[src/lsw_pkg.sv]
// ----------------------------------------------------------------------------
// lsw_pkg
// Shared types and constants of the link silence watchdog: the request and
// response payload structs, register indexes and register reset values.
// ----------------------------------------------------------------------------
`default_nettype none

package lsw_pkg;

   // timestamp and register widths
   localparam int unsigned TIME_WIDTH = 32;
   localparam int unsigned CFG_WIDTH  = 31;
   localparam int unsigned CSR_INDEX_WIDTH = 2;
   localparam int unsigned CSR_DATA_WIDTH  = 32;

   // register indexes
   localparam logic [CSR_INDEX_WIDTH-1:0] CSR_DEAD_AFTER_MS   = 2'd0;
   localparam logic [CSR_INDEX_WIDTH-1:0] CSR_KICK_SPACING_MS = 2'd1;

   // register reset values
   localparam logic [CFG_WIDTH-1:0] DEAD_AFTER_MS_RESET   = 31'd3000;
   localparam logic [CFG_WIDTH-1:0] KICK_SPACING_MS_RESET = 31'd10000;

   // event operations
   localparam logic OP_HEARD  = 1'b0;
   localparam logic OP_STRIKE = 1'b1;

   // zero time means no streak / never kicked
   localparam logic [TIME_WIDTH-1:0] TIME_NONE  = 32'd0;
   localparam logic [TIME_WIDTH-1:0] TIME_FIRST = 32'd1;

   typedef struct packed {
      logic                  operation;
      logic [TIME_WIDTH-1:0] now_ms;
   } req_type;

   typedef struct packed {
      logic kick;
      logic dead;
   } rsp_type;

endpackage

`default_nettype wire

[src/link_silence_watchdog_top.sv]
// ----------------------------------------------------------------------------
// link_silence_watchdog_top
// Tracks one-sided silence on a radio link and raises a re-join kick when a
// run of unanswered sends lasts too long, with a minimum kick spacing.
// ----------------------------------------------------------------------------
// One event is taken per clock cycle while the response side does not stall.
// An event is registered at the input, evaluated in the next cycle by a
// single compare/subtract stage against the streak registers, and its
// kick/dead result is held in an output register that drives the response
// port. The streak state is updated in the same cycle the event is
// evaluated, so back-to-back events always see the state left by the
// previous one. Registers are written through the csr port, which is
// always ready; write them only while no event is in flight.
`default_nettype none

module link_silence_watchdog_top (
   input  wire logic                                  clock,
   input  wire logic                                  reset,
   // request channel
   input  wire logic                                  req_valid,
   output      logic                                  req_stall,
   input  wire lsw_pkg::req_type                      req_data,
   // response channel
   output      logic                                  rsp_valid,
   input  wire logic                                  rsp_stall,
   output      lsw_pkg::rsp_type                      rsp_data,
   // register write port
   input  wire logic                                  csr_valid,
   output      logic                                  csr_ready,
   input  wire logic [lsw_pkg::CSR_INDEX_WIDTH-1:0]   csr_index,
   input  wire logic [lsw_pkg::CSR_DATA_WIDTH-1:0]    csr_wdata
);
   import lsw_pkg::*;

   // registers
   logic [CFG_WIDTH-1:0]  dead_after_ff,   dead_after_in;
   logic [CFG_WIDTH-1:0]  kick_spacing_ff, kick_spacing_in;
   logic                  in_vld_ff,       in_vld_in;
   req_type               in_data_ff,      in_data_in;
   logic                  out_vld_ff,      out_vld_in;
   rsp_type               out_data_ff,     out_data_in;
   logic [TIME_WIDTH-1:0] start_ff,        start_in;
   logic [TIME_WIDTH-1:0] last_send_ff,    last_send_in;
   logic [TIME_WIDTH-1:0] last_kick_ff,    last_kick_in;

   // evaluation signals
   logic                  req_xfer;
   logic                  advance;
   logic                  csr_xfer;
   logic [TIME_WIDTH-1:0] stamp;
   logic [TIME_WIDTH-1:0] gap;
   logic [TIME_WIDTH-1:0] len;
   logic [TIME_WIDTH-1:0] kick_diff;
   logic [TIME_WIDTH-1:0] dead_after_ext;
   logic                  restart;
   logic                  reached;
   logic                  too_soon;
   logic                  kick;
   logic                  dead;

   // handshake control
   assign advance   = in_vld_ff && (!out_vld_ff || !rsp_stall);
   assign req_stall = in_vld_ff && !advance;
   assign req_xfer  = req_valid && !req_stall;
   assign csr_ready = 1'b1;
   assign csr_xfer  = csr_valid && csr_ready;

   assign in_vld_in  = req_xfer || (in_vld_ff && !advance);
   assign in_data_in = req_xfer ? req_data : in_data_ff;
   assign out_vld_in = advance || (out_vld_ff && rsp_stall);

   // register writes, upper bit dropped
   always_comb begin
      dead_after_in   = dead_after_ff;
      kick_spacing_in = kick_spacing_ff;
      if (csr_xfer) begin
         case (csr_index)
            CSR_DEAD_AFTER_MS:   dead_after_in   = csr_wdata[CFG_WIDTH-1:0];
            CSR_KICK_SPACING_MS: kick_spacing_in = csr_wdata[CFG_WIDTH-1:0];
            default: ;
         endcase
      end
   end

   // strike arithmetic
   assign dead_after_ext = {1'b0, dead_after_ff};
   assign stamp     = (in_data_ff.now_ms != TIME_NONE) ? in_data_ff.now_ms : TIME_FIRST;
   assign gap       = stamp - last_send_ff;
   assign len       = stamp - start_ff;
   assign kick_diff = in_data_ff.now_ms - last_kick_ff;
   assign restart   = (start_ff == TIME_NONE) || (gap >= dead_after_ext);
   assign reached   = len >= dead_after_ext;
   assign too_soon  = (last_kick_ff != TIME_NONE) &&
                      (kick_diff[TIME_WIDTH-1] ||
                       (kick_diff[TIME_WIDTH-2:0] < kick_spacing_ff));

   // event evaluation and next streak state
   always_comb begin
      start_in     = start_ff;
      last_send_in = last_send_ff;
      last_kick_in = last_kick_ff;
      kick         = 1'b0;
      dead         = 1'b0;
      case (in_data_ff.operation)
         OP_HEARD: begin
            start_in     = TIME_NONE;
            last_send_in = TIME_NONE;
         end
         OP_STRIKE: begin
            if (restart) begin
               start_in     = stamp;
               last_send_in = stamp;
               dead         = (dead_after_ff == '0);
            end else if (reached && !too_soon) begin
               kick         = 1'b1;
               start_in     = TIME_NONE;
               last_send_in = TIME_NONE;
               last_kick_in = stamp;
            end else begin
               last_send_in = stamp;
               dead         = reached;
            end
         end
         default: ;
      endcase
   end

   // result register
   always_comb begin
      out_data_in = out_data_ff;
      if (advance) begin
         out_data_in.kick = kick;
         out_data_in.dead = dead;
      end
   end

   // control and state registers
   always_ff @(posedge clock) begin
      if (reset) begin
         dead_after_ff   <= DEAD_AFTER_MS_RESET;
         kick_spacing_ff <= KICK_SPACING_MS_RESET;
         in_vld_ff       <= 1'b0;
         out_vld_ff      <= 1'b0;
         start_ff        <= TIME_NONE;
         last_send_ff    <= TIME_NONE;
         last_kick_ff    <= TIME_NONE;
      end else begin
         dead_after_ff   <= dead_after_in;
         kick_spacing_ff <= kick_spacing_in;
         in_vld_ff       <= in_vld_in;
         out_vld_ff      <= out_vld_in;
         if (advance) begin
            start_ff     <= start_in;
            last_send_ff <= last_send_in;
            last_kick_ff <= last_kick_in;
         end
      end
   end

   // payload registers
   always_ff @(posedge clock) begin
      in_data_ff  <= in_data_in;
      out_data_ff <= out_data_in;
   end

   assign rsp_valid = out_vld_ff;
   assign rsp_data  = out_data_ff;

endmodule

`default_nettype wire
[config.mk]
export PLATFORM = sky130hd
export DESIGN_NAME = link_silence_watchdog_top
export DESIGN_NICKNAME = d
export VERILOG_FILES = /design/src/lsw_pkg.sv /design/src/link_silence_watchdog_top.sv
export SDC_FILE = /design/constraint.sdc
export NUM_CORES = 1
export LEC_CHECK = 0
export BUFFER_PORTS_ARGS = -buffer_cell sky130_fd_sc_hd__buf_2
export CORE_MARGIN = 2
export CORE_UTILIZATION = 55
export CTS_CLUSTER_DIAMETER = 120
export DETAILED_ROUTE_END_ITERATION = 16
export GPL_TIMING_DRIVEN = 0
export HOLD_SLACK_MARGIN = 0.03
export MAX_ROUTING_LAYER = met4
export PLACE_DENSITY = 0.78
export SYNTH_ARGS = -nofsm -noshare
export SYNTH_HDL_FRONTEND = slang
export SYNTH_SLANG_ARGS = --single-unit
[constraint.sdc]
create_clock -name clock -period 10.9 [get_ports clock]
set_clock_uncertainty 0.05 [all_clocks]
set_input_delay 3.27 -clock clock [delete_from_list [all_inputs] [get_ports clock]]
set_output_delay 3.27 -clock clock [all_outputs]
set_load 0.05 [all_outputs]
==> results.py, run 1 <==
metrics = {
    "outcome": {
        "outcome": "complete, no violations",
    },
    "die": {
        "coreArea_mm2": 0.0259,
        "top_level_ports": 77,
        "dieArea_mm2": 0.0275,
        "start_util_pct": 55.6,
        "rows": 59,
        "fp.dieW_um": 166,
        "die_height_um": 166,
    },
    "cts": {
        "clk_pin_slew_worst_paths_ps": 80,
        "cts_hold_buffers": 0,
        "cts.sinks": 195,
        "ctsHtreeMaxLevel": 4,
        "cts_setup_buffers": 0,
        "insertion_delay_ps": 450,
        "cts_resized": 0,
        "clockBufferDepth": 2,
        "cts_tree": "built",
        "clockRootBuffer": "clkbuf_16",
        "cts_made_buffers": 17,
    },
    "synth": {
        "synth_edf_count": 35,
        "ys_async_sr_fraction_pct": 0,
        "ys_top_cells_by_area": "dfxtp_1 (22%), ha_1 (16%), edfxtp_1 (7.3%), a21oi_1 (5.9%), inv_1 (4.8%)",
        "ys_warn_count": 0,
        "synth_top_area_share_pct": 22.2,
        "yosys-top-cells-count": "ha_1 (185), inv_1 (184), a21oi_1 (169)",
        "synthesis.area_mm2": 0.0144,
        "ys_seq_area_share_pct": 29.5,
        "yosysTopAreaCell": "dfxtp_1",
        "synth_cell_types": 70,
        "synth-seq-cells": 195,
        "synth_most_common_cell": "ha_1",
        "synth_cells": 1750,
        "syn-num-nets": 2010,
        "synthFlopType": "dfxtp_1",
        "syn_area_per_cell_um2": 8.23,
    },
    "finish": {
        "seq_area_mm2": 0.00425,
        "multi_input_comb_area_mm2": 0.00907,
        "fillers": 2243,
        "nets": 2104,
        "drive_above_1_share_pct": 8.89,
        "diodes": 0,
        "area_delta_synth_final_pct": 9.71,
        "final_util_pct": 61.0,
    },
    "global_route": {
        "overflow": 0,
        "grt_pass1_wl_um": 66600,
        "grt_max_degree": 21,
        "antenna_found_initial": 0,
        "grt_pass1_vias": 12844,
        "track_usage_pct": 31.0,
    },
    "drt": {
        "drc": 0,
        "first_pass_iters": 5,
        "viasPerCell": 6.11,
        "wl_per_cell_um": 19.1,
        "ant_nets": 0,
        "drt-initial-drc-count": 1251,
        "drt-total-wl_um": 41800,
        "vias": 13398,
    },
    "flow_run": {
        "maxCapViolCount": 0,
    },
    "place": {
        "dpl_worst_slack_ps": 3150,
        "post-dp-hpwl_um": 33400,
        "numPortBuffers": 74,
        "gp_congestion": 0.959,
    },
    "sta": {
        "fmax_ghz": 0.125,
        "rsz0062_at_grt": "no",
        "relSlewSlack_pct": 28.2,
        "finalHoldViolCount": 0,
        "worst_pin_slew_ps": 1050,
        "final_max_slew_viol_count": 0,
        "worst_slack_ps": 2870,
        "period_share_pct": 73.7,
        "period_minus_slack_ps": 8030,
        "finalSetupTns_ps": 0,
        "setup_viol": 0,
    },
    "worst_setup_path": {
        "critical_path_required_ps": 11240,
        "worstSetupEndpointType": "flip-flop",
        "crit_type": "flip-flop to flip-flop",
        "start_kind": "flip-flop",
        "arrival_ps": 8370,
        "critPathMaxFanout": 10,
    },
    "worst_hold_path": {
        "min_path_type": "flip-flop to flip-flop",
    },
    "power": {
        "powerDensity_mw_per_mm2": 130,
        "vdd_ir_drop_max_v": 0.000109,
        "p_leak_nw": 6.20,
    },
}
[critical path, cell delays in order (launching register included)]
cell and delay, ps:
edfxtp_1 540, nor4_1 370, nand4_1 300, nor2_1 170, nor2_1 100, ha_1 240
fa_1 430, nor2b_1 140, o21ai_0 110, a21boi_0 240, o21ai_0 150, a21oi_1 400
a311oi_1 270, o21ai_1 370, a21oi_1 220, mux2i_1 170, or4_1 590, ha_1 230
a2111oi_0 900, o2111ai_1 320, a31oi_1 300, o211ai_2 310, a31oi_1 510, buf_2 360
a22o_1 180
[final timing paths]
check	start	end	slack (ps)	cells after the start
worst max register to register	in_data_ff[19]$_DFFE_PP_	last_send_ff[6]$_SDFFE_PP0P_	2870	24
worst min-delay path	kick_spacing_ff[25]$_SDFFE_PP0P_	kick_spacing_ff[25]$_SDFFE_PP0P_	410	2
worst min register to register	kick_spacing_ff[25]$_SDFFE_PP0P_	kick_spacing_ff[25]$_SDFFE_PP0P_	410	2
worst max-delay path	in_data_ff[19]$_DFFE_PP_	last_send_ff[6]$_SDFFE_PP0P_	2870	24
[state kept, by name, indices dropped and copies added, names as in the netlist]
| signal | cells |
|---|---|
| last_send_ff | 32 |
| rsp_valid | 1 |
| dead_after_ff | 31 |
| start_ff | 32 |
| last_kick_ff | 32 |
| kick_spacing_ff | 31 |
| in_data_ff | 33 |
| rsp_data | 2 |
| in_vld_ff | 1 |
[metrics by stage]
step / area, um2 / hold slack (ps) / instances / total power, mW
after global placement: 15200 / 392 / 2159 / 1.40
after global routing: 15800 / 433 / 2192 / 2.17
after CTS: 15800 / 409 / 2192 / 2.05
after detailed placement: 15200 / 398 / 2160 / 1.42
after floorplan: 14400 / 384 / 1750 / 1.25
final: 15800 / 407 / 2192 / 2.06
[power breakdown]
group	internal [mW]	leakage, nW	switching [mW]
Sequential	0.763	1.64	0.0338
Combinational	0.254	4.28	0.368
Clock	0.343	0.278	0.299
Total	1.36	6.20	0.701
[layer usage]
metal	up-vias	track usage (%)	part of all wire (%)	wire length, um
met5	-	-	0	0
met1	6290	39.7	43	17800
li1	6459	-	-	-
met3	114	4.98	7.7	3230
met2	535	49.2	46	19200
met4	0	12.2	3.8	1610
[placed cells by master, fill, tap and decap left out, types with 22 or more instances in the layout]
master / count
ha_1: 185
inv_1: 184
a21oi_1: 169
dfxtp_1: 160
nand2_1: 143
clkbuf_1: 84
nor2_1: 83
buf_2: 83
xnor2_1: 59
nand4_1: 57
a21o_1: 54
o21ai_0: 53
nor2b_1: 50
o31ai_1: 35
edfxtp_1: 35
a22o_1: 34
nor4_1: 32
a22oi_1: 32
o21ai_2: 30
nor3_1: 28
xor2_1: 23
o21a_1: 23
nand2b_1: 22
[kinds of logic (layout without fill, tap and decap cells)]
family	count (synthesis)	in the layout	synth area share, %
DFF	195	195	29.5
other	1	1	0.0260
and+or+nand+nor	475	475	16.6
adders and majority gates	188	188	16.5
xor gates and xnor gates	82	82	4.98
buffers and inverters	281	388	7.58
AOI/OAI and AO/OA	525	525	24.6
muxes	3	3	0.208
[final cells by class]
class                      instances  area share, %
multi-input combinational       1274           57.4
sequential                       195           26.9
inverter                         184           4.37
clock buffer                      20           2.76
tap                              335           2.65
buffer                            97           2.54
timing repair buffer              75           2.47
clock inverter                    12          0.918
(Power assumes the default switching activity.)
==> run 2: changes to the inputs <==
==> constraint.sdc (replaced) <==
create_clock -name clock -period 7.6 [get_ports clock]
set_clock_uncertainty 0.05 [all_clocks]
set_input_delay 2.28 -clock clock [delete_from_list [all_inputs] [get_ports clock]]
set_output_delay 2.28 -clock clock [all_outputs]
set_load 0.05 [all_outputs]
==> run 2 against run 1 <==
  * Setup slack got worse by 2500 ps
  * Critical path depth increased by 2
  * Die area unchanged
  * Sequential power increased by 43%
  * First-iteration DRC count increased by 3.6%
  * Largest power group unchanged
==> results.py, run 2 (synthesized netlist as in run 1, its figures left out) <==
metrics = {
    "die": {
        "dieArea_mm2": 0.0275,
        "start_util_pct": 55.6,
        "coreArea_mm2": 0.0259,
        "die_height_um": 166,
        "fp.dieW_um": 166,
        "top_level_ports": 77,
        "rows": 59,
    },
    "sta": {
        "rsz0062_at_grt": "no",
        "setup_viol": 0,
        "period_minus_slack_ps": 7210,
        "final_max_slew_viol_count": 0,
        "relSlewSlack_pct": 42.1,
        "finalHoldViolCount": 0,
        "worst_pin_slew_ps": 865,
        "fmax_ghz": 0.139,
        "period_share_pct": 94.9,
        "hold_ws_ps": 407,
    },
    "worst_setup_path": {
        "start_kind": "flip-flop",
        "timing.critical_path.slowest_stage_cell": "or4_1",
        "ff2ff_setup_slack_ps": 390,
        "worstSetupEndpointType": "flip-flop",
        "reg2reg_depth": 26,
        "arrival_ps": 7510,
        "reg2reg_from": "in_data_ff[19]$_DFFE_PP_",
        "critPathMaxFanout": 10,
        "crit_type": "flip-flop to flip-flop",
        "cpPeakStageDelay_ps": 580,
        "path_buf_inv": 2,
        "critical_path_required_ps": 7890,
        "r2r-end": "last_kick_ff[20]$_SDFFE_PP0P_",
        "critPathTopFamily": "compound AO/OA/AOI/OAI gates",
    },
    "place": {
        "gp_congestion": 0.959,
        "dp.cells": 2160,
        "numPortBuffers": 74,
        "post-dp-hpwl_um": 33400,
    },
    "power": {
        "p_sw_share_pct": 34.1,
        "powerDensity_mw_per_mm2": 187,
        "p_int_mw": 1.95,
        "p_leak_nw": 6.21,
        "pwr-share-clk_pct": 31.1,
        "vdd_ir_drop_max_v": 0.000157,
        "p_total_mw": 2.96,
        "comb_power_share_pct": 30.4,
        "p_switching_mw": 1.01,
        "seqPwrFrac_pct": 38.6,
    },
    "cts": {
        "cts_made_buffers": 17,
        "cts_tree": "built",
        "cts_resized": 2,
        "ctsHtreeMaxLevel": 4,
        "clk_pin_slew_worst_paths_ps": 70,
        "cts.sinks": 195,
        "clockBufferDepth": 2,
        "cts_hold_buffers": 0,
        "insertion_delay_ps": 450,
        "clockRootBuffer": "clkbuf_16",
        "cts_setup_buffers": 0,
    },
    "finish": {
        "most-common-layout-cells": "ha_1 (185), inv_1 (184), a21oi_1 (168)",
        "final_common_cell": "ha_1",
        "diodes": 0,
        "top_register": "in_data_ff",
        "stdcell_count": 2192,
        "largest_reg_flops": 33,
        "drive_above_1_share_pct": 9.32,
        "area_delta_synth_final_pct": 10.0,
        "nets": 2104,
        "fillers": 2235,
    },
    "global_route": {
        "grt_pass1_wl_um": 66600,
        "track_usage_pct": 31.0,
        "grt_pass1_vias": 12845,
        "grt_max_degree": 21,
        "antenna_found_initial": 0,
        "overflow": 0,
    },
    "worst_hold_path": {
        "min_to": "kick_spacing_ff[25]$_SDFFE_PP0P_",
        "min_path_type": "flip-flop to flip-flop",
        "whs_path_depth": 2,
        "min_from": "kick_spacing_ff[25]$_SDFFE_PP0P_",
    },
    "drt": {
        "wl_met3_um": 3330,
        "viasPerCell": 6.11,
        "met2RoutedLength_um": 19300,
        "drt-initial-drc-count": 1296,
        "drt-total-wl_um": 41900,
        "vias": 13388,
        "wl_per_cell_um": 19.1,
        "ant_nets": 0,
        "first_pass_iters": 6,
        "drt-met1-wl_um": 17700,
        "drc": 0,
        "top_layer": "met4",
    },
    "outcome": {
        "outcome": "complete, no violations",
    },
    "flow_run": {
        "maxCapViolCount": 0,
    },
}
run 2: cell counts in the layout (fill, tap and decap cells not counted):
No cell type changed its count.
run 2: tightest hold or removal path: cells and delay by family, from the launching register on:
family / cells / cell delay [ps]
AND/OR/NAND/NOR: 1 / 50
AO/OA/AOI/OAI: 1 / 50
flip-flops: 1 / 310
run 2: worst max path at each step:
stage / endpoint / from / cells past startpoint
after CTS: last_kick_ff[28]$_SDFFE_PP0P_ / in_data_ff[19]$_DFFE_PP_ / 27
after global routing: last_kick_ff[10]$_SDFFE_PP0P_ / in_data_ff[2]$_DFFE_PP_ / 27
after floorplan: start_ff[1]$_SDFFE_PP0P_ / in_data_ff[1]$_DFFE_PP_ / 25
final: last_kick_ff[20]$_SDFFE_PP0P_ / in_data_ff[19]$_DFFE_PP_ / 26
after global placement: last_send_ff[8]$_SDFFE_PP0P_ / in_data_ff[2]$_DFFE_PP_ / 24
after detailed placement: last_send_ff[6]$_SDFFE_PP0P_ / in_data_ff[19]$_DFFE_PP_ / 24
run 2: routing by layer:
layer	GRT usage (%)	vias to the layer above
li1	-	6453
met1	39.7	6271
met2	49.2	560
met3	4.98	104
met4	12.2	0
met5	-	-
run 2: cell type report:
type | count | area, um2 | area share, %
Multi-Input combinational cell | 1274 | 9120 | 57.5
Sequential cell | 195 | 4250 | 26.8
Inverter | 184 | 691 | 4.36
Clock buffer | 20 | 437 | 2.75
Tap cell | 335 | 419 | 2.64
Buffer | 97 | 402 | 2.53
Timing Repair Buffer | 75 | 390 | 2.46
Clock inverter | 12 | 145 | 0.915
run 2: power groups by stage:
stage                     Sequential (mW)  Combinational [mW]  Clock, mW
after floorplan                      1.15               0.652          0
after global placement               1.16               0.840          0
after detailed placement             1.16               0.869          0
after CTS                            1.14               0.880      0.923
after global routing                 1.15                1.01      0.965
final                                1.14               0.900      0.921
run 2: per-stage QoR:
stage | setup TNS [ps] | setup slack [ps] | utilization [%] | instance area [um2]
3_5_place_dp | -3640 | -146 | 58.8 | 15200
4_1_cts | 0 | 124 | 61.0 | 15800
6_report | 0 | 389 | 61.2 | 15900
2_1_floorplan | 0 | 1780 | - | 14400
3_3_place_gp | -7.13 | -6.57 | 58.7 | 15200
5_1_grt | 0 | 63.8 | 61.2 | 15900
